<file path="src/sv/plbu_pkg.sv">
// Shared types and constants for the price level book update block.
// No dependencies; every module of the block but plbu_ram imports this package.
package plbu_pkg;

  localparam int NUM_BOOKS_DEF = 16;
  localparam int DEPTH_DEF     = 16;

  localparam int BOOK_W   = 4;
  localparam int PRICE_W  = 16;
  localparam int QTY_W    = 16;
  localparam int LEVEL_W  = 4;
  localparam int CNT_O_W  = 5;
  localparam int IN_W     = 48;
  localparam int OUT_W    = 80;
  localparam int MAX_BOOK = 16;
  localparam int WORD_W   = PRICE_W + QTY_W;

  localparam logic OP_DELTA = 1'b0;

  typedef enum logic [1:0] {
    K_DELTA,
    K_READ,
    K_BAD
  } kind_e;

  typedef struct packed {
    kind_e                kind;
    logic [BOOK_W-1:0]    book;
    logic                 is_bid;
    logic [PRICE_W-1:0]   price;
    logic [QTY_W-1:0]     qty;
    logic [LEVEL_W-1:0]   level;
  } cmd_t;

  typedef enum logic [2:0] {
    S_IDLE,
    S_SCAN_RD,
    S_SCAN_CK,
    S_SHIFT_RD,
    S_SHIFT_WR,
    S_INS_WR,
    S_RES_RD,
    S_RES_CK
  } state_e;

  function automatic logic ranks_better(input logic bid, input logic [PRICE_W-1:0] a,
                                        input logic [PRICE_W-1:0] b);
    return bid ? (a > b) : (a < b);
  endfunction

endpackage

</file>
<file path="src/sv/plbu_front.sv">
// Front end: accepts stream transfers, classifies them and queues commands.
// Depends on plbu_pkg.
module plbu_front #(
  parameter int NUM_BOOKS = plbu_pkg::NUM_BOOKS_DEF
) (
  input  logic                        clk_i,
  input  logic                        rst_ni,
  input  logic                        s_axis_tvalid_i,
  output logic                        s_axis_tready_o,
  input  logic [plbu_pkg::IN_W-1:0]   s_axis_tdata_i,
  input  logic                        s_axis_tuser_i,
  output logic                        cmd_valid_o,
  output plbu_pkg::cmd_t              cmd_o,
  input  logic                        cmd_pop_i
);
  import plbu_pkg::*;

  cmd_t       fifo_q [2];
  logic       wp_q, rp_q;
  logic [1:0] cnt_q;
  cmd_t       cmd_in;
  logic       push;

  always_comb begin
    cmd_in.book   = s_axis_tdata_i[3:0];
    cmd_in.is_bid = s_axis_tdata_i[4];
    cmd_in.price  = s_axis_tdata_i[20:5];
    cmd_in.qty    = s_axis_tdata_i[36:21];
    cmd_in.level  = s_axis_tdata_i[40:37];
    if (int'(cmd_in.book) >= NUM_BOOKS) begin
      cmd_in.kind = K_BAD;
    end else if (s_axis_tuser_i != OP_DELTA) begin
      cmd_in.kind = K_READ;
    end else begin
      // price zero delta reports like a read of the best level
      cmd_in.kind  = (cmd_in.price == '0) ? K_READ : K_DELTA;
      cmd_in.level = '0;
    end
  end

  assign s_axis_tready_o = (cnt_q != 2'd2);
  assign push            = s_axis_tvalid_i && s_axis_tready_o;
  assign cmd_valid_o     = (cnt_q != 2'd0);
  assign cmd_o           = fifo_q[rp_q];

  always_ff @(posedge clk_i) begin
    if (push) begin
      fifo_q[wp_q] <= cmd_in;
    end
  end

  always_ff @(posedge clk_i or negedge rst_ni) begin
    if (!rst_ni) begin
      wp_q  <= 1'b0;
      rp_q  <= 1'b0;
      cnt_q <= 2'd0;
    end else begin
      if (push) begin
        wp_q <= !wp_q;
      end
      if (cmd_pop_i) begin
        rp_q <= !rp_q;
      end
      cnt_q <= cnt_q + 2'(push) - 2'(cmd_pop_i);
    end
  end

endmodule

</file>
<file path="config.mk">
export PLATFORM = sky130hd
export DESIGN_NAME = plbu_front
export DESIGN_NICKNAME = d
export VERILOG_FILES = /design/src/sv/plbu_pkg.sv /design/src/sv/plbu_front.sv
export SDC_FILE = /design/constraint.sdc
export NUM_CORES = 1
export LEC_CHECK = 0
export ABC_CLOCK_PERIOD_IN_PS = 3500
export CAP_MARGIN = 0
export CORE_MARGIN = 5
export CORE_UTILIZATION = 65
export CTS_BUF_LIST = sky130_fd_sc_hd__clkbuf_8
export DETAILED_ROUTE_END_ITERATION = 6
export DONT_BUFFER_PORTS = 1
export PLACE_DENSITY_LB_ADDON = 0.25
export SETUP_SLACK_MARGIN = 0.05
export SLEW_MARGIN = 20
export SYNTH_ARGS = -nofsm -noshare
export SYNTH_HDL_FRONTEND = slang
export SYNTH_SLANG_ARGS = --single-unit
</file>
<file path="constraint.sdc">
create_clock -name clk_i -period 3.5 [get_ports clk_i]
set_input_delay 0.35 -clock clk_i [delete_from_list [all_inputs] [get_ports clk_i]]
set_output_delay 0.35 -clock clk_i [all_outputs]
set_load 0.01 [all_outputs]
</file>
-- Word level (Yosys, flattened, before mapping)
Memories as Yosys holds them, arrays and structs flattened.
Cells that the tools add are included.
- register bits: 4
- bits in writable memories: 84
- input bits: 53
- output and inout port bits: 45
- memories: 1
- memory list (name ; depth ; bits a word ; rd ports ; clocked after memory_dff ; write ports ; RTL line ; source):
    fifo_q ; 2 ; 42 ; 1 ; 0 ; 1 ; plbu_front.sv:18 ; cmd_t fifo_q [2];
- add/sub/neg operators: 2
- eq/ne operators: 1
- mux-type cells: 5
- reductions and logical operators: 5
- operators with widths (kind ; number):
    $logic_not 16->1 ; 1
    $mux 1 ; 4
    $mux 4 ; 1
    $add 2x1->2 ; 1
    $logic_not 1->1 ; 2
    $ne 2x2->1 const B ; 1
    $reduce_bool 2->1 ; 1
    $sub 2x1->2 ; 1
    $logic_and 1x1->1 ; 1

-- Depth between registers and ports, before layout
Gate-level depths: netlist (run 1).
- word-level depth: 4
- mapped depth: 5
- depth with buffers taken out: 5

-- Least setup slack after synthesis (run 1)
No wires, ideal clock.
- path kind: register -> register
- start: register cnt_q[0]
- end: memory fifo_q[0][0] (netlist bit) (enable)
- setup time: 0.441 ns
- data arrival time: 2.453 ns
- path slack: 0.605 ns
- stages on the path, launching flop included: 4
- period minus slack after synthesis: 2.895 ns
- cells stage by stage: dfrtp_1 nand2b_1 nand2_1 nor2_1
- longest elaborated chain between the ends: 4
- RTL lines (item ; RTL line ; source):
    from (decl) ; plbu_front.sv:20 ; logic [1:0] cnt_q;
    from (signal assigned) ; plbu_front.sv:64 ; cnt_q <= cnt_q + 2'(push) - 2'(cmd_pop_i);
    $ne 2x2->1 ; plbu_front.sv:41 ; assign s_axis_tready_o = (cnt_q != 2'd2);
    named net s_axis_tready_o ; plbu_front.sv:9 ; output logic s_axis_tready_o,
    $logic_and 1x1->1 ; plbu_front.sv:42 ; assign push = s_axis_tvalid_i && s_axis_tready_o;
    $mux 1 ; plbu_front.sv:47 ; if (push) begin
    $mux 1 (implied by the code) ; plbu_front.sv:48 ; fifo_q[wp_q] <= cmd_in;
    to (decl) ; plbu_front.sv:18 ;
The timed path passes the listed nets, and every way through them passes these cells.

==> report_table.html, run 1 <==
<table>
<tr><th>Metric</th><th>Value</th></tr>
<tr><th colspan="2">Worst hold path</th></tr>
<tr><td>Type of the tightest min-delay check</td><td>in2reg</td></tr>
<tr><td>Endpoint with the worst hold slack</td><td>fifo_q[1][11]</td></tr>
<tr><td>Start point of the worst min-delay path</td><td>s_axis_tdata_i[28]</td></tr>
<tr><td>Min-Delay Path Depth</td><td>0</td></tr>
<tr><th colspan="2">Layout</th></tr>
<tr><td>Total area of sequential cells</td><td>roughly 2600 um^2</td></tr>
<tr><td>Number of filler instances in the final layout</td><td>roughly 320</td></tr>
<tr><td>Fraction of layout cells with a size suffix above 1</td><td>9.94%</td></tr>
<tr><td>P&amp;R area growth vs syn</td><td>7.70%</td></tr>
<tr><td>Area occupied by multi-input gates</td><td>641 um^2</td></tr>
<tr><td>Count of nets after finishing</td><td>220</td></tr>
<tr><td>Number of antenna diodes</td><td>0</td></tr>
<tr><th colspan="2">Drt</th></tr>
<tr><td>DR iter-0 viols</td><td>92</td></tr>
<tr><td># DRC</td><td>0</td></tr>
<tr><td>Wirelength per Cell</td><td>approximately 21 um</td></tr>
<tr><td>Count of TritonRoute iterations in the first routing pass</td><td>4</td></tr>
<tr><td>Average via count per standard cell</td><td>between 5 and 6</td></tr>
<tr><td>Routed wire length</td><td>approximately 5.1 mm</td></tr>
<tr><td>Vias</td><td>approximately 1400</td></tr>
<tr><td>Remaining antenna violation count</td><td>0</td></tr>
<tr><th colspan="2">Clock network</th></tr>
<tr><td>Maximum count of clock buffers along a single path</td><td>2</td></tr>
<tr><td>Clock-pin slew on the worst setup and hold paths</td><td>about 0.08 ns</td></tr>
<tr><td># Post-CTS Setup Buffers</td><td>0</td></tr>
<tr><td>Clk Tree Root Cell</td><td>clkbuf_8</td></tr>
<tr><td>Post-cts sizing count</td><td>0</td></tr>
<tr><td>Clock latency on the worst-skew pair</td><td>between 0.3 and 0.4 ns</td></tr>
<tr><td>Clock tree from TritonCTS</td><td>yes</td></tr>
<tr><td>CTS Hold Bufs</td><td>1</td></tr>
<tr><td>Count of H-tree levels built during CTS</td><td>3</td></tr>
<tr><td>TritonCTS Sinks</td><td>between 80 and 90</td></tr>
<tr><td>Number of clock buffers inserted by TritonCTS</td><td>9</td></tr>
<tr><th colspan="2">GRT</th></tr>
<tr><td>Pin count of the biggest net entering global routing</td><td>44</td></tr>
<tr><td>Number of global-route vias before repair</td><td>1477</td></tr>
<tr><td>Global route overflow</td><td>0</td></tr>
<tr><td>Initial antenna violation count</td><td>0</td></tr>
<tr><td>Global-route wire length before repair</td><td>roughly 7.4 mm</td></tr>
<tr><td>Tot GR Track Use</td><td>~16%</td></tr>
<tr><th colspan="2">Worst setup path</th></tr>
<tr><td>Number of buffer and inverter stages on the critical path</td><td>0</td></tr>
<tr><td>Worst setup slack for register-to-register paths</td><td>roughly 1.4 ns</td></tr>
<tr><td>Kind of end point of the critical path</td><td>output pin</td></tr>
<tr><td>Startpoint type of the worst setup path</td><td>flop</td></tr>
<tr><td>Critical path cell sequence</td><td>mux2_1</td></tr>
<tr><td>Slowest cell on the critical path</td><td>dfrtp_2</td></tr>
<tr><td>Beginning of the worst register-to-register path</td><td>cnt_q[0]</td></tr>
<tr><td>Arrival time at the worst endpoint</td><td>approximately 1.8 ns</td></tr>
<tr><td>Startpoint of the worst setup timing path</td><td>rp_q</td></tr>
<tr><td>Delay of the slowest cell on the worst path</td><td>between 0.9 and 1 ns</td></tr>
<tr><td>Crit path kind</td><td>reg2out</td></tr>
<tr><td>RR Endpoint</td><td>fifo_q[0][28]</td></tr>
<tr><td>Kind of cell with the highest combined delay on the critical path</td><td>flip-flops</td></tr>
<tr><td>Largest fanout on the critical path</td><td>43</td></tr>
<tr><td>Required time of the worst setup path</td><td>roughly 3.2 ns</td></tr>
<tr><td>Worst-case reg-to-reg path depth</td><td>4</td></tr>
<tr><th colspan="2">Die</th></tr>
<tr><td>Die area</td><td>6600 um^2</td></tr>
<tr><td>Die width</td><td>between 80 and 90 um</td></tr>
<tr><td>Area of the core</td><td>between 5000 and 6000 um^2</td></tr>
<tr><td>I/O pins</td><td>98</td></tr>
<tr><td>Starting density of the core</td><td>between 60% and 70%</td></tr>
<tr><td>Num rows</td><td>26</td></tr>
<tr><td>Die H</td><td>just over 80 um</td></tr>
<tr><th colspan="2">Synthesis</th></tr>
<tr><td>Syn. warnings</td><td>0</td></tr>
<tr><td>#FFs+latches synth</td><td>88</td></tr>
<tr><td>Syn Area/Cell</td><td>between 20 and 25 um^2</td></tr>
<tr><td>Count of different cell masters after synthesis</td><td>19</td></tr>
<tr><td>Syn Inst Count</td><td>159</td></tr>
<tr><td>Total nets after synthesis</td><td>213</td></tr>
<tr><td>Post-synth design cell area</td><td>3300 um^2</td></tr>
<tr><td>Sequential fraction of the synthesis area</td><td>~80%</td></tr>
<tr><th colspan="2">Pwr</th></tr>
<tr><td>Power share of the clock group</td><td>between 20% and 30%</td></tr>
<tr><td>Total design power</td><td>roughly 0.0028 W</td></tr>
<tr><td>Part of the power in combinational logic</td><td>a little over a fifth</td></tr>
<tr><td>Switching Fraction</td><td>between 20% and 30%</td></tr>
<tr><td>Worst vdd rail ir drop</td><td>0.430 mV</td></tr>
<tr><td>Static Leak</td><td>1.18 nW</td></tr>
<tr><td>Psw</td><td>a little over 0.0008 W</td></tr>
<tr><td>Sequential share of power</td><td>between 50% and 60%</td></tr>
<tr><td>Int Power</td><td>0.00198 W</td></tr>
<tr><td>Power density of the placed cells</td><td>~790 nW/um^2</td></tr>
<tr><th colspan="2">STA</th></tr>
<tr><td>RSZ-0062 raised after global routing</td><td>no</td></tr>
<tr><td>Pin slew with the least headroom to its limit</td><td>approximately 1 ns</td></tr>
<tr><td>Sum of negative setup slack</td><td>0 ns</td></tr>
<tr><td>Hold Vio Cnt, Final</td><td>0</td></tr>
<tr><td>Minimum clock period after layout</td><td>about 2.1 ns</td></tr>
<tr><td>Relative slew slack</td><td>between 30% and 40%</td></tr>
<tr><td>Setup Skew</td><td>~0.011 ns</td></tr>
<tr><td>Share of the clock period used by the worst path</td><td>a little over 60%</td></tr>
<tr><td>Final setup violation count</td><td>0</td></tr>
<tr><td>Final slew viol count</td><td>0</td></tr>
<tr><td>Max Fclk</td><td>between 400 and 500 MHz</td></tr>
<tr><th colspan="2">Status</th></tr>
<tr><td>Status</td><td>complete, no violations</td></tr>
<tr><th colspan="2">Place</th></tr>
<tr><td>Port Buf Inserts</td><td>0</td></tr>
<tr><td>DP HPWL</td><td>3.39 mm</td></tr>
<tr><td>Weighted congestion at the end of routability-driven global placement</td><td>0.667</td></tr>
<tr><th colspan="2">Job</th></tr>
<tr><td>Max-capacitance violation count</td><td>0</td></tr>
</table>
-- flip-flops by register name, summed over array words and instances, names as in the netlist --
register  cells
fifo_q       84
cnt_q         2
rp_q          1
wp_q          1
-- synth_stat cells --
library cell / instances / area, um^2
nand2b_1: 1 / 6.26
a21bo_1: 1 / 10.0
a41o_1: 1 / 10.0
and2_1: 4 / 25.0
a22oi_1: 1 / 7.51
xnor2_1: 3 / 26.3
nor2_1: 2 / 7.51
buf_2: 1 / 5.00
nand2_1: 1 / 3.75
xor2_1: 1 / 8.76
ha_1: 1 / 12.5
conb_1: 1 / 3.75
nor4_1: 4 / 25.0
edfxtp_1: 84 / 2520
dfrtp_1: 4 / 100
and3_1: 1 / 6.26
mux2_1: 42 / 473
or2_2: 1 / 6.26
buf_4: 5 / 37.5
-- final cells by class --
class                   instances  area share [%]
flip-flops and latches         88            73.9
multi-input cells              65            18.0
clock buffers                   9            3.49
well taps                      70            2.47
clock inverters                 7            1.62
repair buffers                  2           0.493
-- cells in the final DEF, fill, tap and decap left out, drive strengths merged --
cell type / count
dfrtp: 4
edfxtp: 84
and3: 1
dlygate4sd3: 1
ha: 1
conb: 1
bufinv: 1
a22oi: 1
nor2: 2
a21bo: 1
and2: 4
clkinv: 1
or2: 1
nor4: 4
clkbuf: 9
clkinvlp: 1
mux2: 42
buf: 1
nand2: 1
inv: 4
xor2: 1
a41o: 1
xnor2: 3
nand2b: 1
-- through the flow --
step                      setup WS (ns)  hold WS [ns]  util [%]  area (um^2)  std cells
final                              1.36         0.104      70.9         3550        241
after global routing               1.22        0.0738      70.9         3550        241
after CTS                          1.32        0.0879      70.9         3550        241
after detailed placement           1.44        0.0545      67.1         3360        224
after global placement             1.53        0.0545      67.1         3360        224
after floorplan                   0.605        0.0544         -         3300        159
-- cells by family (layout without fill, tap and decap cells) --
| family | count (synthesis) | count (layout) | share of synthesized area, % |
|---|---|---|---|
| flops | 88 | 88 | 79.5 |
| mux | 42 | 42 | 14.3 |
| simple gates | 14 | 14 | 2.43 |
| buf+inv | 6 | 18 | 1.29 |
| xor+xnor | 4 | 4 | 1.06 |
| compound gates | 3 | 3 | 0.835 |
| fa+ha+maj | 1 | 1 | 0.379 |
| other cells | 1 | 1 | 0.114 |
-- per-layer routing --
metal | vias to the layer above | GRT usage, % | wire length, um
met3 | 11 | 8.09 | 548
met2 | 58 | 27.8 | 2700
met4 | 0 | 9.63 | 106
met5 | - | 0 | 0
li1 | 634 | - | -
met1 | 667 | 15.6 | 1690
-- power groups by stage --
stage / logic, W / clock network, W / registers [W]
finish: 0.000589 / 0.000623 / 0.00160
global route: 0.000637 / 0.000696 / 0.00163
CTS: 0.000605 / 0.000637 / 0.00160
detailed placement: 0.000599 / 0 / 0.00163
global placement: 0.000586 / 0 / 0.00161
floorplan: 0.000593 / 0 / 0.00151
-- how the worst max path moves through the flow --
| stage | slack (ns) | cells after the start | end |
|---|---|---|---|
| floorplan | 0.61 | 3 | fifo_q[0][0] |
| global placement | 1.53 | 4 | fifo_q[0][22] |
| global route | 1.22 | 1 | cmd_o[31] |
| finish | 1.36 | 1 | cmd_o[31] |
| CTS | 1.32 | 1 | cmd_o[32] |
| detailed placement | 1.44 | 4 | fifo_q[0][22] |
Note: power is estimated with default switching activity, not from simulation.
==> run 2, diff against run 1 <==
--- a/config.mk
+++ b/config.mk
@@ -5,10 +5,10 @@
 export SDC_FILE = /design/constraint.sdc
 export NUM_CORES = 1
 export LEC_CHECK = 0
-export ABC_CLOCK_PERIOD_IN_PS = 3500
+export ABC_CLOCK_PERIOD_IN_PS = 1900
 export CAP_MARGIN = 0
 export CORE_MARGIN = 5
-export CORE_UTILIZATION = 65
+export CORE_UTILIZATION = 59
 export CTS_BUF_LIST = sky130_fd_sc_hd__clkbuf_8
 export DETAILED_ROUTE_END_ITERATION = 6
 export DONT_BUFFER_PORTS = 1
==> constraint.sdc (replaced) <==
create_clock -name clk_i -period 1.9 [get_ports clk_i]
set_input_delay 0.19 -clock clk_i [delete_from_list [all_inputs] [get_ports clk_i]]
set_output_delay 0.19 -clock clk_i [all_outputs]
set_load 0.01 [all_outputs]
==> report_table.html, run 2 (synthesized netlist as in run 1, its figures left out) <==
<table>
<tr><th>Metric</th><th>Value</th></tr>
<tr><th colspan="2">Status</th></tr>
<tr><td>Status</td><td>complete, no violations</td></tr>
<tr><th colspan="2">Die</th></tr>
<tr><td>Die area</td><td>7180 um^2 (+8.9%)</td></tr>
<tr><td>Die H</td><td>84.8 um (+4.3%)</td></tr>
<tr><td>Num rows</td><td>27 (+3.8%)</td></tr>
<tr><td>Die width</td><td>84.8 um (+4.3%)</td></tr>
<tr><td>I/O pins</td><td>98 (unchanged)</td></tr>
<tr><td>Area of the core</td><td>5470 um^2 (+9.2%)</td></tr>
<tr><td>Starting density of the core</td><td>60.2% (-5.6 points)</td></tr>
<tr><th colspan="2">Layout</th></tr>
<tr><td>Number of flip-flops in the largest register</td><td>84 (unchanged)</td></tr>
<tr><td>Most common library cell in the layout ignoring fill and taps</td><td>edfxtp_1</td></tr>
<tr><td>Fraction of layout cells with a size suffix above 1</td><td>9.86% (-0.082 points)</td></tr>
<tr><td>Number of antenna diodes</td><td>0 (unchanged)</td></tr>
<tr><td>Biggest register</td><td>fifo_q</td></tr>
<tr><td>P&amp;R area growth vs syn</td><td>21.4%</td></tr>
<tr><td>Count of nets after finishing</td><td>262 (+19%)</td></tr>
<tr><td>Number of filler instances in the final layout</td><td>338 (+6.0%)</td></tr>
<tr><td>Highest-count cells in the layout ignoring fill and taps</td><td>edfxtp_1, mux2_1, dlygate4sd3_1</td></tr>
<tr><td>Registers with the most flip-flops</td><td>fifo_q x84, cnt_q x2</td></tr>
<tr><th colspan="2">Drt</th></tr>
<tr><td>Routed wire length</td><td>5.61 mm (+11%)</td></tr>
<tr><td>Count of TritonRoute iterations in the first routing pass</td><td>4 (unchanged)</td></tr>
<tr><td>Vias</td><td>1551 (+13%)</td></tr>
<tr><td># DRC</td><td>0 (unchanged)</td></tr>
<tr><td>Remaining antenna violation count</td><td>0 (unchanged)</td></tr>
<tr><td>Wirelength per Cell</td><td>19.7 um (-6.0%)</td></tr>
<tr><td>Average via count per standard cell</td><td>5.44 (-4.3%)</td></tr>
<tr><td>DR iter-0 viols</td><td>65 (-29%)</td></tr>
<tr><th colspan="2">Worst setup path</th></tr>
<tr><td>Required time of the worst setup path</td><td>1.71 ns (-1.44 ns)</td></tr>
<tr><td>Crit path kind</td><td>reg2out</td></tr>
<tr><td>Kind of end point of the critical path</td><td>output pin</td></tr>
<tr><td>Arrival time at the worst endpoint</td><td>1.55 ns (-0.24 ns)</td></tr>
<tr><td>Critical path cell sequence</td><td>buf_12, mux2_1</td></tr>
<tr><td>Startpoint type of the worst setup path</td><td>flop</td></tr>
<tr><td>Slowest cell on the critical path</td><td>dfrtp_2</td></tr>
<tr><td>Largest fanout on the critical path</td><td>17 (-60%)</td></tr>
<tr><td>Delay of the slowest cell on the worst path</td><td>0.60 ns (-0.38 ns)</td></tr>
<tr><th colspan="2">Place</th></tr>
<tr><td>Weighted congestion at the end of routability-driven global placement</td><td>0.715 (+7.2%)</td></tr>
<tr><td>Post-placement setup slack</td><td>0.391 ns (-1.05 ns)</td></tr>
<tr><td>Port Buf Inserts</td><td>0 (unchanged)</td></tr>
<tr><th colspan="2">Pwr</th></tr>
<tr><td>Worst vdd rail ir drop</td><td>0.810 mV (+88%)</td></tr>
<tr><td>Power density of the placed cells</td><td>1350 nW/um^2 (+71%)</td></tr>
<tr><td>Total design power</td><td>0.00540 W (+92%)</td></tr>
<tr><td>Static Leak</td><td>1.37 nW (+16%)</td></tr>
<tr><th colspan="2">GRT</th></tr>
<tr><td>Tot GR Track Use</td><td>16.8% (+0.56 points)</td></tr>
<tr><td>Pin count of the biggest net entering global routing</td><td>43 (-2.3%)</td></tr>
<tr><td>Initial antenna violation count</td><td>0 (unchanged)</td></tr>
<tr><td>Number of global-route vias before repair</td><td>1768 (+20%)</td></tr>
<tr><td>Global route overflow</td><td>0 (unchanged)</td></tr>
<tr><td>Global-route wire length before repair</td><td>8.99 mm (+21%)</td></tr>
<tr><th colspan="2">Clock network</th></tr>
<tr><td>Clock latency on the worst-skew pair</td><td>0.33 ns (about the same)</td></tr>
<tr><td>Number of clock buffers inserted by TritonCTS</td><td>9 (unchanged)</td></tr>
<tr><td>TritonCTS Sinks</td><td>88 (unchanged)</td></tr>
<tr><td>Clk Tree Root Cell</td><td>clkbuf_8</td></tr>
<tr><td>Clock-pin slew on the worst setup and hold paths</td><td>0.08 ns (about the same)</td></tr>
<tr><td>Maximum count of clock buffers along a single path</td><td>2 (unchanged)</td></tr>
<tr><td>Count of H-tree levels built during CTS</td><td>3 (unchanged)</td></tr>
<tr><td>Clock tree from TritonCTS</td><td>yes</td></tr>
<tr><td>Post-cts sizing count</td><td>0 (unchanged)</td></tr>
<tr><th colspan="2">STA</th></tr>
<tr><td>Worst Hold Margin</td><td>0.0686 ns (-0.0349 ns)</td></tr>
<tr><td>Minimum clock period after layout</td><td>~1.7 ns</td></tr>
<tr><td>Share of the clock period used by the worst path</td><td>roughly 90%</td></tr>
<tr><td>Max Fclk</td><td>~570 MHz</td></tr>
<tr><td>RSZ-0062 raised after global routing</td><td>no</td></tr>
<tr><td>Final slew viol count</td><td>0 (unchanged)</td></tr>
<tr><td>Slack of the critical path</td><td>0.160 ns (-1.20 ns)</td></tr>
<tr><td>Setup Skew</td><td>0.0102 ns (-0.000939 ns)</td></tr>
<tr><td>Final setup violation count</td><td>0 (unchanged)</td></tr>
<tr><td>Sum of negative setup slack</td><td>0 ns (unchanged)</td></tr>
<tr><td>Hold Vio Cnt, Final</td><td>0 (unchanged)</td></tr>
<tr><th colspan="2">Worst hold path</th></tr>
<tr><td>Type of the tightest min-delay check</td><td>in2reg</td></tr>
<tr><th colspan="2">Job</th></tr>
<tr><td>Max-capacitance violation count</td><td>0 (unchanged)</td></tr>
</table>
run 2: changes by cell type in the layout (fill, tap and decap cells not counted):
cell,delta
dlygate4sd3_1,+38
buf_12,+3
buf_4,+1
run 2: metal layers:
metal	GRT usage, %	part of all wire [%]
met5	0	0
met3	8.15	8.1
met1	17.8	36
met4	4.75	0
met2	29.6	56
run 2: worst max-delay path, delay by kind of cell, from the launching register on:
kind | cells | cell delay [ns]
multiplexers | 1 | 0.40
buffers and inverters | 1 | 0.21
flip-flops | 1 | 0.60
run 2: area by class of cell:
cell class | count | area, um^2 | share of cell area [%]
flip-flops and latches | 88 | 2620 | 65.6
multi-input cells | 65 | 641 | 16.0
repair buffers | 44 | 465 | 11.6
clock buffers | 9 | 124 | 3.10
well taps | 72 | 90.1 | 2.25
clock inverters | 7 | 57.6 | 1.44
run 2: what timing repair did:
action,4_1_cts,5_1_grt
endpoints found under the setup margin,0,0
setup buffers,0,0
hold buffers,39,0
endpoints found under the hold margin,79,0
run 2: path summary, 6_finish.rpt:
check / slack [ns] / startpoint / to / depth (start not counted)
worst min-delay path: 0.07 / s_axis_tuser_i / fifo_q[1][41] / 1
min in group asynchronous: 0.14 / rst_ni / cnt_q[1] / 1
worst max-delay path: 0.16 / rp_q / cmd_o[1] / 2
max in group asynchronous: 1.57 / rst_ni / rp_q / 1
worst max register to register: 0.36 / cnt_q[0] / fifo_q[0][11] / 4
worst min register to register: 0.58 / wp_q / wp_q / 1
run 2: where the power goes:
part	internal (W)	switching [W]
clock network	0.000587	0.000549
registers	0.00265	0.000185
logic	0.000569	0.000857
run 2: through the flow:
step	cell area (um^2)	utilization, %	std cells
after global routing	4000	73.1	285
after detailed placement	3430	62.7	230
after global placement	3430	62.7	230
after CTS	4000	73.1	285
after floorplan	3310	-	159
final	4000	73.1	285
==> run 3, diff against run 2 <==
--- a/config.mk
+++ b/config.mk
@@ -7,8 +7,7 @@
 export LEC_CHECK = 0
 export ABC_CLOCK_PERIOD_IN_PS = 1900
 export CAP_MARGIN = 0
-export CORE_MARGIN = 5
-export CORE_UTILIZATION = 59
+export CORE_UTILIZATION = 49
 export CTS_BUF_LIST = sky130_fd_sc_hd__clkbuf_8
 export DETAILED_ROUTE_END_ITERATION = 6
 export DONT_BUFFER_PORTS = 1
==> report_table.html, run 3 (synthesized netlist as in run 1, its figures left out) <==
<table>
<tr><th>Metric</th><th>Value</th></tr>
<tr><th colspan="2">STA</th></tr>
<tr><td>RSZ-0062 raised after global routing</td><td>no</td></tr>
<tr><td>Hold Vio Cnt, Final</td><td>0 (unchanged)</td></tr>
<tr><td>Setup Skew</td><td>0.00515 ns (-0.00504 ns)</td></tr>
<tr><td>Max Fclk</td><td>602 MHz (+4.8%)</td></tr>
<tr><td>Slack of the critical path</td><td>0.239 ns (+0.0791 ns)</td></tr>
<tr><td>Final slew viol count</td><td>0 (unchanged)</td></tr>
<tr><td>Share of the clock period used by the worst path</td><td>87.4% (-4.2 points)</td></tr>
<tr><td>Sum of negative setup slack</td><td>0 ns (unchanged)</td></tr>
<tr><td>Final setup violation count</td><td>0 (unchanged)</td></tr>
<tr><td>Minimum clock period after layout</td><td>1.66 ns (-0.0791 ns)</td></tr>
<tr><th colspan="2">Layout</th></tr>
<tr><td>P&amp;R area growth vs syn</td><td>22.4%</td></tr>
<tr><td>Registers with the most flip-flops</td><td>fifo_q x84, cnt_q x2</td></tr>
<tr><td>Number of antenna diodes</td><td>0 (unchanged)</td></tr>
<tr><td>Number of filler instances in the final layout</td><td>445 (+32%)</td></tr>
<tr><td>Biggest register</td><td>fifo_q</td></tr>
<tr><td>Fraction of layout cells with a size suffix above 1</td><td>11.7% (+1.9 points)</td></tr>
<tr><td>Final Core Density</td><td>62.8% (-10 points)</td></tr>
<tr><td>Number of flip-flops in the largest register</td><td>84 (unchanged)</td></tr>
<tr><td>Highest-count cells in the layout ignoring fill and taps</td><td>edfxtp_1, mux2_1, dlygate4sd3_1</td></tr>
<tr><td>Count of nets after finishing</td><td>262 (unchanged)</td></tr>
<tr><td>Most common library cell in the layout ignoring fill and taps</td><td>edfxtp_1</td></tr>
<tr><th colspan="2">Drt</th></tr>
<tr><td>Count of TritonRoute iterations in the first routing pass</td><td>6 (+2)</td></tr>
<tr><td>Routed wire length</td><td>5.62 mm (+0.16%)</td></tr>
<tr><td># DRC</td><td>14 (+14)</td></tr>
<tr><td>Vias</td><td>1583 (+2.1%)</td></tr>
<tr><td>Wirelength per Cell</td><td>19.4 um (-1.6%)</td></tr>
<tr><td>Average via count per standard cell</td><td>5.46 (+0.30%)</td></tr>
<tr><td>Remaining antenna violation count</td><td>0 (unchanged)</td></tr>
<tr><td>DR iter-0 viols</td><td>80 (+23%)</td></tr>
<tr><th colspan="2">Clock network</th></tr>
<tr><td># Post-CTS Setup Buffers</td><td>0 (unchanged)</td></tr>
<tr><td>Clock tree from TritonCTS</td><td>yes</td></tr>
<tr><td>Post-cts sizing count</td><td>0 (unchanged)</td></tr>
<tr><td>Clk Tree Root Cell</td><td>clkbuf_8</td></tr>
<tr><td>CTS Hold Bufs</td><td>39 (unchanged)</td></tr>
<tr><td>Maximum count of clock buffers along a single path</td><td>2 (unchanged)</td></tr>
<tr><td>TritonCTS Sinks</td><td>88 (unchanged)</td></tr>
<tr><td>Number of clock buffers inserted by TritonCTS</td><td>9 (unchanged)</td></tr>
<tr><td>Clock-pin slew on the worst setup and hold paths</td><td>0.08 ns (about the same)</td></tr>
<tr><td>Count of H-tree levels built during CTS</td><td>3 (unchanged)</td></tr>
<tr><td>Clock latency on the worst-skew pair</td><td>0.34 ns (about the same)</td></tr>
<tr><th colspan="2">Worst setup path</th></tr>
<tr><td>Startpoint type of the worst setup path</td><td>flop</td></tr>
<tr><td>Beginning of the worst register-to-register path</td><td>cnt_q[0]</td></tr>
<tr><td>Worst-case reg-to-reg path depth</td><td>4 (unchanged)</td></tr>
<tr><td>Arrival time at the worst endpoint</td><td>1.47 ns (-0.08 ns)</td></tr>
<tr><td>Largest fanout on the critical path</td><td>9 (-8)</td></tr>
<tr><td>Crit path kind</td><td>reg2out</td></tr>
<tr><td>Required time of the worst setup path</td><td>1.71 ns (about the same)</td></tr>
<tr><td>Kind of end point of the critical path</td><td>output pin</td></tr>
<tr><td>Worst setup slack for register-to-register paths</td><td>0.34 ns (-0.02 ns)</td></tr>
<tr><td>RR Endpoint</td><td>fifo_q[0][7]</td></tr>
<tr><th colspan="2">Die</th></tr>
<tr><td>Starting density of the core</td><td>51.3% (-8.9 points)</td></tr>
<tr><td>Area of the core</td><td>6420 um^2 (+17%)</td></tr>
<tr><td>Die area</td><td>7060 um^2 (-1.7%)</td></tr>
<tr><td>I/O pins</td><td>98 (unchanged)</td></tr>
<tr><td>Die width</td><td>84.0 um (-0.86%)</td></tr>
<tr><td>Num rows</td><td>29 (+7.4%)</td></tr>
<tr><td>Die H</td><td>84.0 um (-0.86%)</td></tr>
<tr><th colspan="2">GRT</th></tr>
<tr><td>Pin count of the biggest net entering global routing</td><td>43 (unchanged)</td></tr>
<tr><td>Tot GR Track Use</td><td>17.5% (+0.75 points)</td></tr>
<tr><td>Initial antenna violation count</td><td>0 (unchanged)</td></tr>
<tr><td>Number of global-route vias before repair</td><td>1856 (+5.0%)</td></tr>
<tr><td>Global-route wire length before repair</td><td>8.97 mm (-0.22%)</td></tr>
<tr><td>Global route overflow</td><td>0 (unchanged)</td></tr>
<tr><th colspan="2">Pwr</th></tr>
<tr><td>Int Power</td><td>0.00385 W (+1.1%)</td></tr>
<tr><td>Power density of the placed cells</td><td>1370 nW/um^2 (+1.5%)</td></tr>
<tr><td>Worst vdd rail ir drop</td><td>0.832 mV (+2.8%)</td></tr>
<tr><td>Static Leak</td><td>1.36 nW (-0.70%)</td></tr>
<tr><td>Switching Fraction</td><td>30.3% (+0.83 points)</td></tr>
<tr><td>Total design power</td><td>0.00552 W (+2.3%)</td></tr>
<tr><td>Power share of the clock group</td><td>22.3% (+1.3 points)</td></tr>
<tr><td>Psw</td><td>0.00167 W (+5.2%)</td></tr>
<tr><td>Sequential share of power</td><td>50.9% (-1.7 points)</td></tr>
<tr><td>Part of the power in combinational logic</td><td>26.8% (+0.4 points)</td></tr>
<tr><th colspan="2">Worst hold path</th></tr>
<tr><td>Type of the tightest min-delay check</td><td>in2reg</td></tr>
<tr><td>Endpoint with the worst hold slack</td><td>fifo_q[1][41]</td></tr>
<tr><td>Start point of the worst min-delay path</td><td>s_axis_tuser_i</td></tr>
<tr><td>Min-Delay Path Depth</td><td>1 (unchanged)</td></tr>
<tr><th colspan="2">Place</th></tr>
<tr><td>Port Buf Inserts</td><td>0 (unchanged)</td></tr>
<tr><td>Post-placement setup slack</td><td>0.331 ns (-0.0605 ns)</td></tr>
<tr><td>Weighted congestion at the end of routability-driven global placement</td><td>0.668 (-6.7%)</td></tr>
<tr><td>DP HPWL</td><td>about 3.5 mm</td></tr>
<tr><th colspan="2">Status</th></tr>
<tr><td>Status</td><td>finished, violations left</td></tr>
<tr><td>Violated checks</td><td>DRC</td></tr>
<tr><th colspan="2">Job</th></tr>
<tr><td>Max-capacitance violation count</td><td>0 (unchanged)</td></tr>
</table>
-- run 3: cell count changes in the layout (fill, tap and decap cells not counted), sizes merged --
cell / delta
clkinv: +1
clkinvlp: +2
inv: -3
-- run 3: metrics by stage --
step | instance area [um^2] | instances | hold slack [ns]
2_1_floorplan | 3310 | 159 | -0.106
3_3_place_gp | 3450 | 235 | -0.106
3_5_place_dp | 3450 | 235 | -0.106
4_1_cts | 4030 | 290 | 0.0293
5_1_grt | 4030 | 290 | 0.0270
6_report | 4030 | 290 | 0.0431
-- run 3: layout make-up --
| class | instances | area (um^2) | area share [%] |
|---|---|---|---|
| timing repair buffer | 44 | 478 | 11.8 |
| sequential | 88 | 2620 | 65.0 |
| clock buffer | 9 | 124 | 3.07 |
| clock inverter | 7 | 71.3 | 1.77 |
| multi-input combinational | 65 | 641 | 15.9 |
| tap | 77 | 96.3 | 2.39 |
-- run 3: how the worst max path moves through the flow --
| stage | from | to | slack (ns) | cells after the start |
|---|---|---|---|---|
| global placement | cnt_q[0] | fifo_q[0][31] | 0.48 | 4 |
| detailed placement | cnt_q[0] | fifo_q[0][35] | 0.33 | 4 |
| floorplan | cnt_q[0] | fifo_q[0][0] | 0.15 | 3 |
| finish | rp_q | cmd_o[30] | 0.24 | 2 |
| CTS | rp_q | cmd_o[37] | 0.20 | 2 |
| global route | rp_q | cmd_o[32] | 0.14 | 2 |
-- run 3: routing by layer --
metal  track usage, %  up-vias  wire length (um)  part of all wire (%)
met3             5.14        9               344                   6.1
met5                0        -                 0                     0
met1             17.9      794              2130                    38
met2             32.2       62              3060                    54
li1                 -      718                 -                     -
met4             9.09        0                89                   1.6
-- run 3: critical path, stage by stage, from the launching register on --
cell,delay (ns)
dfrtp_2,0.50
buf_4,0.23
mux2_1,0.39
-- run 3: power by group through the flow --
stage / registers [W] / clock network [W] / logic [W]
6_report: 0.00281 / 0.00123 / 0.00148
3_3_place_gp: 0.00283 / 0 / 0.00137
5_1_grt: 0.00286 / 0.00135 / 0.00159
2_1_floorplan: 0.00278 / 0 / 0.00110
3_5_place_dp: 0.00286 / 0 / 0.00142
4_1_cts: 0.00282 / 0.00127 / 0.00151
